File: config.mk
export PLATFORM = sky130hd
export DESIGN_NAME = periodic_timer_table
export DESIGN_NICKNAME = d
export VERILOG_FILES = /design/src/ptt_pkg.sv /design/src/periodic_timer_table.sv /design/src/ptt_slot_ram.sv /design/src/ptt_calc.sv
export SDC_FILE = /design/constraint.sdc
export NUM_CORES = 2
export LEC_CHECK = 0
export BUFFER_PORTS_ARGS = -buffer_cell sky130_fd_sc_hd__buf_2
export CORE_MARGIN = 3
export CORE_UTILIZATION = 55
export CTS_CLUSTER_DIAMETER = 60
export DETAILED_ROUTE_END_ITERATION = 16
export PLACE_DENSITY = 0.71
export RECOVER_POWER = 25
export SETUP_SLACK_MARGIN = 0.1
export SLEW_MARGIN = 20
export SYNTH_ARGS = -nofsm -noshare
export SYNTH_HDL_FRONTEND = slang
export SYNTH_SLANG_ARGS = --single-unit
File: constraint.sdc
create_clock -name clk -period 9.3 [get_ports clk]
set_clock_uncertainty 0.2 [all_clocks]
set_input_delay 1.395 -clock clk [delete_from_list [all_inputs] [get_ports clk]]
set_output_delay 1.395 -clock clk [all_outputs]
set_load 0.005 [all_outputs]
File: src/ptt_pkg.sv
package ptt_pkg;

    localparam int KIND_W        = 2;
    localparam int ID_W          = 31;
    localparam int TIME_W        = 32;
    localparam int DEF_NUM_SLOTS = 16;
    localparam int MAX_RES       = 16;
    localparam int EMIT_W        = $clog2(MAX_RES);

    localparam logic [ID_W-1:0] ID_MAX = {ID_W{1'b1}};

    typedef enum logic [KIND_W-1:0] {
        KIND_ADD  = 2'd0,
        KIND_DEL  = 2'd1,
        KIND_UPD  = 2'd2,
        KIND_NONE = 2'd3
    } kind_t;

    typedef struct packed {
        logic [ID_W-1:0]   id;
        logic [ID_W-1:0]   interval;
        logic              rpt;
        logic [TIME_W-1:0] elapsed;
    } slot_t;

    typedef struct packed {
        logic [TIME_W-1:0] add_a;
        logic [TIME_W-1:0] add_b;
        logic [TIME_W-1:0] sub_a;
        logic [TIME_W-1:0] sub_b;
    } calc_req_t;

    typedef struct packed {
        logic [TIME_W-1:0] sat_sum;
        logic [TIME_W-1:0] diff;
        logic              borrow;
        logic              zero;
    } calc_rsp_t;

endpackage

File: src/periodic_timer_table.sv
// periodic timer table
// command channel: an item is taken at a clock edge with start high and busy low.
// kind selects add (interval, repeat_req), delete (task_id) or time update
// (timestamp). every item gives one or more results on kind_res, timer_id, ok
// and last, each shown for exactly one cycle while result_strobe is high; the
// final result of an item has last set. the receiver cannot stall the block.
// add, unused kind and an update that is not ahead of the last time give
// their result in the cycle after the item is taken, with busy staying low.
// delete walks the slot memory at one slot a cycle until it finds the id.
// update walks all slots through a two-stage saturating add and subtract, then
// picks each fired id by a compare walk over the slot memory, ascending, at
// most 16 results.
// busy is high until the last result of the item has been decided.
// reset: all slots free, id seed and last time zero; no clearing pass needed.
module periodic_timer_table
    import ptt_pkg::*;
#(
    parameter int NUM_SLOTS = DEF_NUM_SLOTS
)
(
    input  logic              clk,
    input  logic              rst_n,
    input  logic              start,
    output logic              busy,
    input  logic [KIND_W-1:0] kind,
    input  logic [ID_W-1:0]   interval,
    input  logic              repeat_req,
    input  logic [ID_W-1:0]   task_id,
    input  logic [TIME_W-1:0] timestamp,
    output logic              result_strobe,
    output logic [KIND_W-1:0] kind_res,
    output logic [ID_W-1:0]   timer_id,
    output logic              ok,
    output logic              last
);

    localparam int IDX_W = (NUM_SLOTS > 1) ? $clog2(NUM_SLOTS) : 1;
    localparam int CNT_W = $clog2(NUM_SLOTS + 1);

    typedef enum logic [3:0] {
        ST_IDLE = 4'b0001,
        ST_DEL  = 4'b0010,
        ST_UPD  = 4'b0100,
        ST_SEL  = 4'b1000
    } state_t;

    state_t                 state_reg, state_next;
    logic [NUM_SLOTS-1:0]   valid_reg, valid_next;
    logic [NUM_SLOTS-1:0]   fired_reg, fired_next;
    logic [ID_W-1:0]        seed_reg, seed_next;
    logic [TIME_W-1:0]      last_time_reg, last_time_next;
    logic [TIME_W-1:0]      diff_reg, diff_next;
    logic [ID_W-1:0]        task_id_reg, task_id_next;
    logic [CNT_W-1:0]       scan_reg, scan_next;
    logic                   p1_v_reg, p1_v_next;
    logic [IDX_W-1:0]       p1_idx_reg, p1_idx_next;
    logic                   p1_last_reg, p1_last_next;
    logic                   p2_v_reg, p2_v_next;
    logic [IDX_W-1:0]       p2_idx_reg, p2_idx_next;
    logic                   p2_last_reg, p2_last_next;
    slot_t                  p2_slot_reg, p2_slot_next;
    logic                   have_best_reg, have_best_next;
    logic [ID_W-1:0]        best_id_reg, best_id_next;
    logic [IDX_W-1:0]       best_idx_reg, best_idx_next;
    logic [EMIT_W-1:0]      emit_cnt_reg, emit_cnt_next;
    logic                   strobe_reg, strobe_next;
    logic [KIND_W-1:0]      kind_res_reg, kind_res_next;
    logic [ID_W-1:0]        timer_id_reg, timer_id_next;
    logic                   ok_reg, ok_next;
    logic                   last_reg, last_next;

    logic                   ram_we;
    logic [IDX_W-1:0]       ram_waddr;
    slot_t                  ram_wdata;
    logic [IDX_W-1:0]       ram_raddr;
    slot_t                  rd_slot;

    calc_req_t              calc_req;
    calc_rsp_t              calc_rsp;

    logic                   free_found;
    logic [IDX_W-1:0]       free_idx;
    logic                   scan_issue;
    logic                   scan_last;
    logic                   fire;
    logic                   sel_take;
    logic                   sel_have;
    logic [ID_W-1:0]        sel_id;
    logic [IDX_W-1:0]       sel_idx;
    logic [NUM_SLOTS-1:0]   sel_mask;
    logic                   sel_more;
    logic                   sel_final;

    ptt_slot_ram #(
        .DEPTH  (NUM_SLOTS),
        .ADDR_W (IDX_W)
    ) u_ram (
        .clk   (clk),
        .we    (ram_we),
        .waddr (ram_waddr),
        .wdata (ram_wdata),
        .raddr (ram_raddr),
        .rdata (rd_slot)
    );

    ptt_calc u_calc (
        .req (calc_req),
        .rsp (calc_rsp)
    );

    // lowest free slot
    always_comb
    begin
        free_found = 1'b0;
        free_idx   = '0;
        for (int i = NUM_SLOTS - 1; i >= 0; i--)
        begin
            if (!valid_reg[i])
            begin
                free_found = 1'b1;
                free_idx   = IDX_W'(i);
            end
        end
    end

    assign scan_issue = (scan_reg < CNT_W'(NUM_SLOTS));
    assign scan_last  = (scan_reg == CNT_W'(NUM_SLOTS - 1));
    assign fire       = !calc_rsp.borrow;

    // running minimum over fired slots
    assign sel_take = p1_v_reg && fired_reg[p1_idx_reg] && (!have_best_reg || calc_rsp.borrow);
    assign sel_have = have_best_reg || sel_take;
    assign sel_id   = sel_take ? rd_slot.id : best_id_reg;
    assign sel_idx  = sel_take ? p1_idx_reg : best_idx_reg;

    always_comb
    begin
        for (int i = 0; i < NUM_SLOTS; i++)
        begin
            sel_mask[i] = (IDX_W'(i) == sel_idx);
        end
    end

    assign sel_more  = |(fired_reg & ~sel_mask);
    assign sel_final = !sel_more || (emit_cnt_reg == EMIT_W'(MAX_RES - 1));

    // operand selection for the shared unit
    always_comb
    begin
        calc_req = '0;
        unique case (state_reg)
            ST_IDLE:
            begin
                calc_req.sub_a = timestamp;
                calc_req.sub_b = last_time_reg;
            end
            ST_DEL:
            begin
                calc_req.sub_a = {1'b0, rd_slot.id};
                calc_req.sub_b = {1'b0, task_id_reg};
            end
            ST_UPD:
            begin
                calc_req.add_a = rd_slot.elapsed;
                calc_req.add_b = diff_reg;
                calc_req.sub_a = p2_slot_reg.elapsed;
                calc_req.sub_b = {1'b0, p2_slot_reg.interval};
            end
            ST_SEL:
            begin
                calc_req.sub_a = {1'b0, rd_slot.id};
                calc_req.sub_b = {1'b0, best_id_reg};
            end
            default:
            begin
                calc_req = '0;
            end
        endcase
    end

    always_comb
    begin
        state_next     = state_reg;
        valid_next     = valid_reg;
        fired_next     = fired_reg;
        seed_next      = seed_reg;
        last_time_next = last_time_reg;
        diff_next      = diff_reg;
        task_id_next   = task_id_reg;
        scan_next      = scan_reg;
        p1_v_next      = 1'b0;
        p1_idx_next    = scan_reg[IDX_W-1:0];
        p1_last_next   = 1'b0;
        p2_v_next      = 1'b0;
        p2_idx_next    = p1_idx_reg;
        p2_last_next   = p1_last_reg;
        p2_slot_next   = rd_slot;
        p2_slot_next.elapsed = calc_rsp.sat_sum;
        have_best_next = have_best_reg;
        best_id_next   = best_id_reg;
        best_idx_next  = best_idx_reg;
        emit_cnt_next  = emit_cnt_reg;
        strobe_next    = 1'b0;
        kind_res_next  = kind_res_reg;
        timer_id_next  = timer_id_reg;
        ok_next        = ok_reg;
        last_next      = last_reg;
        ram_we         = 1'b0;
        ram_waddr      = p2_idx_reg;
        ram_wdata      = p2_slot_reg;
        ram_wdata.elapsed = fire ? calc_rsp.diff : p2_slot_reg.elapsed;
        ram_raddr      = scan_reg[IDX_W-1:0];

        unique case (state_reg)
            ST_IDLE:
            begin
                if (start)
                begin
                    unique case (kind_t'(kind))
                        KIND_ADD:
                        begin
                            strobe_next   = 1'b1;
                            kind_res_next = KIND_ADD;
                            last_next     = 1'b1;
                            if (interval == '0 || !free_found || seed_reg == ID_MAX)
                            begin
                                timer_id_next = '0;
                                ok_next       = 1'b0;
                            end
                            else
                            begin
                                seed_next            = seed_reg + ID_W'(1);
                                ram_we               = 1'b1;
                                ram_waddr            = free_idx;
                                ram_wdata.id         = seed_reg + ID_W'(1);
                                ram_wdata.interval   = interval;
                                ram_wdata.rpt        = repeat_req;
                                ram_wdata.elapsed    = '0;
                                valid_next[free_idx] = 1'b1;
                                timer_id_next        = seed_reg + ID_W'(1);
                                ok_next              = 1'b1;
                            end
                        end
                        KIND_DEL:
                        begin
                            task_id_next = task_id;
                            scan_next    = '0;
                            state_next   = ST_DEL;
                        end
                        KIND_UPD:
                        begin
                            if (calc_rsp.zero || calc_rsp.diff[TIME_W-1])
                            begin
                                strobe_next   = 1'b1;
                                kind_res_next = KIND_UPD;
                                timer_id_next = '0;
                                ok_next       = 1'b0;
                                last_next     = 1'b1;
                            end
                            else
                            begin
                                last_time_next = timestamp;
                                diff_next      = calc_rsp.diff;
                                fired_next     = '0;
                                scan_next      = '0;
                                state_next     = ST_UPD;
                            end
                        end
                        KIND_NONE:
                        begin
                            strobe_next   = 1'b1;
                            kind_res_next = KIND_NONE;
                            timer_id_next = '0;
                            ok_next       = 1'b0;
                            last_next     = 1'b1;
                        end
                    endcase
                end
            end
            ST_DEL:
            begin
                if (scan_issue)
                begin
                    scan_next = scan_reg + CNT_W'(1);
                end
                p1_v_next    = scan_issue;
                p1_last_next = scan_issue && scan_last;
                if (p1_v_reg)
                begin
                    if (valid_reg[p1_idx_reg] && calc_rsp.zero)
                    begin
                        valid_next[p1_idx_reg] = 1'b0;
                        strobe_next   = 1'b1;
                        kind_res_next = KIND_DEL;
                        timer_id_next = '0;
                        ok_next       = 1'b1;
                        last_next     = 1'b1;
                        state_next    = ST_IDLE;
                    end
                    else if (p1_last_reg)
                    begin
                        strobe_next   = 1'b1;
                        kind_res_next = KIND_DEL;
                        timer_id_next = '0;
                        ok_next       = 1'b0;
                        last_next     = 1'b1;
                        state_next    = ST_IDLE;
                    end
                end
            end
            ST_UPD:
            begin
                if (scan_issue)
                begin
                    scan_next = scan_reg + CNT_W'(1);
                end
                p1_v_next    = scan_issue;
                p1_last_next = scan_issue && scan_last;
                p2_v_next    = p1_v_reg;
                // stage two: subtract interval on reaching it, write back
                if (p2_v_reg)
                begin
                    if (valid_reg[p2_idx_reg])
                    begin
                        ram_we = 1'b1;
                        if (fire)
                        begin
                            fired_next[p2_idx_reg] = 1'b1;
                            if (!p2_slot_reg.rpt)
                            begin
                                valid_next[p2_idx_reg] = 1'b0;
                            end
                        end
                    end
                    if (p2_last_reg)
                    begin
                        scan_next      = '0;
                        have_best_next = 1'b0;
                        emit_cnt_next  = '0;
                        state_next     = ST_SEL;
                    end
                end
            end
            ST_SEL:
            begin
                if (scan_issue)
                begin
                    scan_next = scan_reg + CNT_W'(1);
                end
                p1_v_next      = scan_issue;
                p1_last_next   = scan_issue && scan_last;
                have_best_next = sel_have;
                best_id_next   = sel_id;
                best_idx_next  = sel_idx;
                if (p1_v_reg && p1_last_reg)
                begin
                    strobe_next   = 1'b1;
                    kind_res_next = KIND_UPD;
                    if (!sel_have)
                    begin
                        timer_id_next = '0;
                        ok_next       = 1'b0;
                        last_next     = 1'b1;
                        state_next    = ST_IDLE;
                    end
                    else
                    begin
                        timer_id_next         = sel_id;
                        ok_next               = 1'b1;
                        last_next             = sel_final;
                        fired_next[sel_idx]   = 1'b0;
                        emit_cnt_next         = emit_cnt_reg + EMIT_W'(1);
                        have_best_next        = 1'b0;
                        scan_next             = '0;
                        if (sel_final)
                        begin
                            state_next = ST_IDLE;
                        end
                    end
                end
            end
            default:
            begin
                state_next = ST_IDLE;
            end
        endcase
    end

    always_ff @(posedge clk or negedge rst_n)
    begin
        if (!rst_n)
        begin
            state_reg     <= ST_IDLE;
            valid_reg     <= '0;
            fired_reg     <= '0;
            seed_reg      <= '0;
            last_time_reg <= '0;
            scan_reg      <= '0;
            p1_v_reg      <= 1'b0;
            p1_last_reg   <= 1'b0;
            p2_v_reg      <= 1'b0;
            p2_last_reg   <= 1'b0;
            have_best_reg <= 1'b0;
            emit_cnt_reg  <= '0;
            strobe_reg    <= 1'b0;
        end
        else
        begin
            state_reg     <= state_next;
            valid_reg     <= valid_next;
            fired_reg     <= fired_next;
            seed_reg      <= seed_next;
            last_time_reg <= last_time_next;
            scan_reg      <= scan_next;
            p1_v_reg      <= p1_v_next;
            p1_last_reg   <= p1_last_next;
            p2_v_reg      <= p2_v_next;
            p2_last_reg   <= p2_last_next;
            have_best_reg <= have_best_next;
            emit_cnt_reg  <= emit_cnt_next;
            strobe_reg    <= strobe_next;
        end
    end

    always_ff @(posedge clk)
    begin
        diff_reg     <= diff_next;
        task_id_reg  <= task_id_next;
        p1_idx_reg   <= p1_idx_next;
        p2_idx_reg   <= p2_idx_next;
        p2_slot_reg  <= p2_slot_next;
        best_id_reg  <= best_id_next;
        best_idx_reg <= best_idx_next;
        kind_res_reg <= kind_res_next;
        timer_id_reg <= timer_id_next;
        ok_reg       <= ok_next;
        last_reg     <= last_next;
    end

    assign busy          = (state_reg != ST_IDLE);
    assign result_strobe = strobe_reg;
    assign kind_res      = kind_res_reg;
    assign timer_id      = timer_id_reg;
    assign ok            = ok_reg;
    assign last          = last_reg;

`ifndef SYNTH
    a_add_id_nonzero: assert property (@(posedge clk) disable iff (!rst_n)
        result_strobe && ok && kind_res == KIND_ADD |-> timer_id != '0)
        else $error("successful add returned id zero");

    a_more_results_busy: assert property (@(posedge clk) disable iff (!rst_n)
        result_strobe && !last |-> busy)
        else $error("non-final result while block is idle");

    a_single_cycle_items: assert property (@(posedge clk) disable iff (!rst_n)
        start && !busy && (kind == KIND_ADD || kind == KIND_NONE) |=> result_strobe && last)
        else $error("add or unused kind gave no final result next cycle");

    a_ram_write_state: assert property (@(posedge clk) disable iff (!rst_n)
        ram_we |-> (state_reg == ST_IDLE || state_reg == ST_UPD))
        else $error("slot memory written outside add or update pass");
`endif

endmodule

File: src/ptt_slot_ram.sv
module ptt_slot_ram
    import ptt_pkg::*;
#(
    parameter int DEPTH  = DEF_NUM_SLOTS,
    parameter int ADDR_W = 4
)
(
    input  logic              clk,
    input  logic              we,
    input  logic [ADDR_W-1:0] waddr,
    input  slot_t             wdata,
    input  logic [ADDR_W-1:0] raddr,
    output slot_t             rdata
);

    slot_t slot_mem [DEPTH];
    slot_t rdata_reg;

    always_ff @(posedge clk)
    begin
        if (we)
        begin
            slot_mem[waddr] <= wdata;
        end
        rdata_reg <= slot_mem[raddr];
    end

    assign rdata = rdata_reg;

endmodule

File: src/ptt_calc.sv
module ptt_calc
    import ptt_pkg::*;
(
    input  calc_req_t req,
    output calc_rsp_t rsp
);

    logic [TIME_W:0] sum_w;
    logic [TIME_W:0] dif_w;

    assign sum_w = {1'b0, req.add_a} + {1'b0, req.add_b};
    assign dif_w = {1'b0, req.sub_a} - {1'b0, req.sub_b};

    // saturating add, and a subtract whose borrow doubles as a compare
    assign rsp.sat_sum = sum_w[TIME_W] ? {TIME_W{1'b1}} : sum_w[TIME_W-1:0];
    assign rsp.diff    = dif_w[TIME_W-1:0];
    assign rsp.borrow  = dif_w[TIME_W];
    assign rsp.zero    = (dif_w[TIME_W-1:0] == '0);

endmodule
## Yosys cells after proc, flatten, opt, wreduce, memory -nomap -nowiden

Memories as Yosys holds them, arrays and structs flattened. A register that Yosys moved wholly into a read port is not among the register bits.
Cells that the tools add are included.

- Shift operators: 0
- Multiply operators: 0
- Equal/unequal tests: 47
- Multiplexer cells: 163
- Reduce and logical (&&, ||, !) cells: 41
- Bitwise operators: 12
- Order comparisons: 9
- Divide/modulo/power cells: 0
- $add $sub $neg: 5

Operator list:

| kind | number |
|---|---|
| 95-bit two-way mux | 4 |
| 31-bit two-way mux | 9 |
| 16-bit two-way mux | 17 |
| 64-bit case mux with 4 select lines | 1 |
| 31-bit case mux with 3 select lines | 2 |
| 4-bit two-way mux | 35 |
| 16-bit case mux with 3 select lines | 2 |
| 16-bit bitwise AND | 4 |
| 64-bit two-way mux | 1 |
| 16-bit inverter | 4 |
| 1-bit two-way mux | 56 |
| 5-bit two-way mux | 7 |
| 32-bit by 32-bit adder with 33-bit output | 1 |
| 32-bit by 32-bit subtractor with 33-bit output | 1 |
| 4-bit equality test (first input constant) | 8 |
| 32-bit logical NOT | 1 |
| 32-bit two-way mux | 1 |
| 16-bit bitwise OR | 2 |
| 31-bit by 1-bit adder with 31-bit output (second input constant) | 1 |
| 31-bit equality test (second input constant) | 1 |
| 31-bit logical NOT | 1 |
| 2-bit inequality test (second input constant) | 12 |
| 4-bit by 5-bit less-than comparator with 1-bit output (second input constant) | 4 |
| 5-bit case mux with 4 select lines | 1 |
| 46 further kinds | 101 |

- Memories kept: 1
- Memory bits (writable): 1520
- Input bits: 100
- Bits in latches: 0
- Memory bits (read-only): 0
- Register bits after elaboration: 350

Memories:

| memory | depth | width | rd ports | clocked after memory_dff | write ports | line | text |
|---|---|---|---|---|---|---|---|
| u_ram.slot_mem | 16 | 95 | 1 | 1 | 1 | ptt_slot_ram.sv:16 | `slot_t slot_mem [DEPTH];` |

## Longest topological paths before layout

- Depth in word-level cells: 25
- Mapped depth: 25

## By module

From an unflattened synthesis, not the netlist that was laid out.

- Cell total of the unflattened synthesis: 4665
- Area, all modules: 78957.0 µm²

Modules (own cells, without submodules):

| module | cells an instance | times used | area an instance (µm²) |
|---|---|---|---|
| ptt_slot_ram | 2434 | 1 | 58696.3 |
| periodic_timer_table | 1744 | 1 | 16868.7 |
| ptt_calc | 487 | 1 | 3392.0 |

## Least setup slack after synthesis

No wires, ideal clock.

- Kind: register -> register
- Start: register state_reg[0]
- End: register kind_res_reg[0] (netlist: kind_res[0]) (enable)
- Cell stages (with the launch flop): 22
- Slack: 947 ps
- Arrival time: 7716 ps
- Setup time: 437 ps
- Clock period less this slack: 8353 ps
- Cells stage by stage: dfstp_2 nor4b_1 clkbuf_1 buf_1 clkbuf_1 a22oi_1 nand2_1 ha_1 inv_1 fa_1 a211oi_2 o21bai_2 a2111o_1 a31o_1 xor2_1 or4_1 or4b_1 nand4bb_4 o31a_1 a21o_1 a211o_1 a21oi_1

RTL lines:

| element | line | text |
|---|---|---|
| start: declaration | periodic_timer_table.sv:47 | `state_t state_reg, state_next;` |
| start signal: assignment | periodic_timer_table.sv:409 | `state_reg <= state_next;` |
| end signal: assignment | periodic_timer_table.sv:434 | `kind_res_reg <= kind_res_next;` |
| end: declaration | periodic_timer_table.sv:67 | `logic [KIND_W-1:0] kind_res_reg, kind_res_next;` |

## Worst setup path after layout

- Start: register state_reg[1]
- End: register timer_id_reg[14] (netlist: timer_id[14]) (enable)

- Word-level cells in the longest chain between the ends: 7
- Elaborated cells between the ends (all ways): 17
- Those cells by class: add/sub: 1; eq/ne: 10; mux: 1; reduce/logical: 5

RTL lines:

| element | line | text |
|---|---|---|
| 4-bit equality test, or another cell as far along | periodic_timer_table.sv:151, periodic_timer_table.sv:214 |  |
| 64-bit case mux with 4 select lines | periodic_timer_table.sv:151 | `unique case (state_reg)` |
| 32-bit by 32-bit subtractor with 33-bit output | ptt_calc.sv:12 | `assign dif_w = {1'b0, req.sub_a} - {1'b0, req.sub_b};` |
| 32-bit logical NOT | ptt_calc.sv:18 | `assign rsp.zero = (dif_w[TIME_W-1:0] == '0);` |
| 1-bit logical OR or 1-bit logical AND (tied branches) | periodic_timer_table.sv:252, periodic_timer_table.sv:290 |  |
| 3-bit inequality test (no line) | -- |  |
| 7-bit AND reduction (no line) (*) | -- |  |
| end signal: assignment | periodic_timer_table.sv:435 | `timer_id_reg <= timer_id_next;` |
| end: declaration | periodic_timer_table.sv:68 | `logic [ID_W-1:0] timer_id_reg, timer_id_next;` |

Every way passes the cells marked *; elsewhere a longest branch is shown, timed or not.
A chain may end at the register's enable or synchronous reset.

==> results.sh <==
export IMPL_num_io_pins=137
export IMPL_cts_path_max_buffers=3
export IMPL_yosysTopAreaCell="edfxtp_1"
export IMPL_finalHoldViolCount=0
export IMPL_die_h_um=385
export IMPL_ir_drop_mv=0.256
export IMPL_syn_to_final_growth_pct=12.7
export IMPL_post_cts_setup_buffers=0
export IMPL_start_util_pct=55.6
export IMPL_cp_slowest_cell="clkbuf_1"
export IMPL_overflow=0
export IMPL_leakagePower_nw=29.7
export IMPL_crit_top_cell="o31a_1"
export IMPL_clockRootBuffer="clkbuf_16"
export IMPL_yosysUniqueCellTypes=86
export IMPL_reg2reg_depth=17
export IMPL_rows=138
export IMPL_syn_nets=4572
export IMPL_cpPeakStageDelay_ns=0.96
export IMPL_fin_area_um2=89100
export IMPL_holdPathStages=0
export IMPL_netlist_area_um2=79000
export IMPL_r2r_start="state_reg[1]"
export IMPL_largest_reg_flops=1520
export IMPL_path_clk_slew_ns=0.06
export IMPL_cts_tree="built"
export IMPL_synth_seq_area_share_pct=71.4
export IMPL_worst_r2r_setup_slack_ns=0.84
export IMPL_avgSynthCellArea_um2=18.0
export IMPL_antenna_found_initial=11
export IMPL_synth_most_common_cell="edfxtp_1"
export IMPL_critPathCaptureType="register"
export IMPL_cp_max_fo=34
export IMPL_die_area_um2=148000
export IMPL_r2r_end="timer_id[14]"
export IMPL_clock_latency_ns=0.84
export IMPL_drt_first_pass_iters=6
export IMPL_avgRoutedWirePerCell_um=31.0
export IMPL_place_port_buffers=136
export IMPL_min_from="u_ram.rdata[57]"
export IMPL_start_kind="register"
export IMPL_required_ns=9.54
export IMPL_yosysTopAreaCellShare_pct=62.8
export IMPL_ctsResizeCount=0
export IMPL_outcome="finished with violations"
export IMPL_drive_above_1_share_pct=23.3
export IMPL_setup_violations=0
export IMPL_die_x_um=385
export IMPL_max_slew_margin_rel_pct=-197
export IMPL_fmax_ghz=0.118
export IMPL_synthTopCellsByArea="edfxtp_1 (63%), mux4_2 (14%), dfxtp_1 (5.0%)"
export IMPL_post_route_drc_count=0
export IMPL_postCtsHoldBufs=0
export IMPL_nets=4776
export IMPL_p_per_area_nw_per_um2=384
export IMPL_grt_pass1_wl_um=301000
export IMPL_ys_async_sr_fraction_pct=5.80
export IMPL_ys_flop_type="edfxtp_1"
export IMPL_grt_max_degree=152
export IMPL_syn_inst=4399
export IMPL_finalSetupTns_ns=0
export IMPL_wirelength_um=207000
export IMPL_synth_common_cells="edfxtp_1 (1,653), mux4_2 (490), nand2_1 (304)"
export IMPL_post_route_period_util_pct=91.0
export IMPL_core_area_um2=142000
export IMPL_drv_cap=14
export IMPL_hpwl_um=121000
export IMPL_finalCriticalPeriod_ns=8.46
export IMPL_track_usage_pct=28.3
export IMPL_crit_chain="nor2_1, nand3b_1, inv_4, clkbuf_1, a221oi_1, ha_1, nand4_1, or3_1, nor4_1, o31a_1, o22ai_1, or4b_1, nand4bb_4, o31a_1, a21o_1, a211o_1, a21oi_4"
export IMPL_grt_pass1_vias=42500
export IMPL_fill_cells=9837
export IMPL_cts_max_level=4
export IMPL_violations="capacitance limit, slew limit"
export IMPL_critPathKind="register to register"
export IMPL_hold_class="register to register"
export IMPL_final_max_slew_viol_count=654
export IMPL_routabilityCongestion=0.985
export IMPL_ys_ff_latch=1965
export IMPL_cts_buffers=196
export IMPL_vias_per_cell=6.53
export IMPL_synth_edf_count=1653
export IMPL_dr_first_iter_drc_count=5742
export IMPL_dpl_cell_area_um2=82500
export IMPL_antenna_left=0
export IMPL_synth_warnings=0
export IMPL_cp_arrival_ns=8.71
export IMPL_vias=43600
export IMPL_clock_sinks=1965
export IMPL_worstMarginPinSlew_ns=4.45
export IMPL_rsz0062_at_grt="no"
export IMPL_hold_end="p2_slot_reg[57]"
[through the flow]
stage	util [%]	total power, mW	worst slack, ns	hold slack, ns	std cells
2_1_floorplan	-	21.7	0.947	0.110	4399
3_3_place_gp	58.0	25.7	1.42	0.111	6291
3_5_place_dp	58.0	26.0	1.25	0.112	6291
4_1_cts	62.7	34.0	1.21	0.0999	6664
5_1_grt	62.7	35.7	0.401	0.106	6668
6_report	62.7	34.2	0.836	0.108	6674
[per-layer routing]
layer	GRT usage (%)	up-vias	share of wire [%]
li1	-	18200	-
met1	42.1	22700	41
met2	41.4	2342	45
met3	7.74	342	11
met4	8.95	6	3.2
met5	0	-	0.019
[where the power goes]
part	internal (mW)	total [mW]	leakage, nW	switching [mW]
Clock	4.68	8.05	3.27	3.38
Sequential	13.4	14.2	18.1	0.731
Combinational	4.01	12.0	8.39	7.97
[cell families (layout without fill, tap and decap cells)]
group           after synthesis  count (layout)  synth area share [%]
buf+inv                     313             692                  1.50
other cells                   0               6                     0
xor+xnor                     91              91                  1.01
fa+ha+maj                    73              73                  1.17
mux                         569             569                  15.1
simple gates                809             809                  4.87
flops                      1965            1965                  71.4
compound gates              579             579                  4.96
[placed cells by master (no fill, tap or decap), types with 34 or more instances in the layout]
| cell type | count |
|---|---|
| and2_1 | 74 |
| nand2_1 | 304 |
| xnor2_1 | 43 |
| nand3_1 | 71 |
| buf_2 | 107 |
| clkbuf_1 | 100 |
| nor3_1 | 35 |
| a22o_1 | 35 |
| ha_1 | 71 |
| mux2_2 | 69 |
| clkbuf_16 | 198 |
| buf_4 | 56 |
| dfrtp_1 | 113 |
| edfxtp_1 | 1653 |
| a21oi_1 | 118 |
| o21ai_0 | 97 |
| inv_1 | 80 |
| a21o_1 | 34 |
| xor2_1 | 48 |
| mux4_2 | 490 |
| dfxtp_1 | 198 |
| nor2_1 | 153 |
[area by class of cell]
cell class	count	area, µm²	area share [%]
sequential	1965	56500	63.4
tap	1890	2360	2.65
multi-input combinational	2121	21700	24.3
clock buffer	275	5500	6.18
antenna	6	15.0	0.0168
clock inverter	98	1190	1.33
inverter	81	307	0.344
timing repair buffer	238	1610	1.81
[worst max-delay path by stage]
stage | from | to | cells after the start
global route | state_reg[1] | kind_res[0] | 18
floorplan | state_reg[0] | kind_res[0] | 21
global placement | state_reg[0] | timer_id[8] | 18
finish | state_reg[1] | timer_id[14] | 17
detailed placement | state_reg[0] | timer_id[0] | 17
CTS | state_reg[0] | diff_reg[25] | 17
[worst max-delay path: cells and delay by family, from the launching register on]
family,cells,cell delay [ns]
compound gates,7,2.32
buf+inv,2,1.47
fa+ha+maj,1,0.53
flops,1,0.43
simple gates,7,3.06
Note: power is estimated with default switching activity, not from simulation.
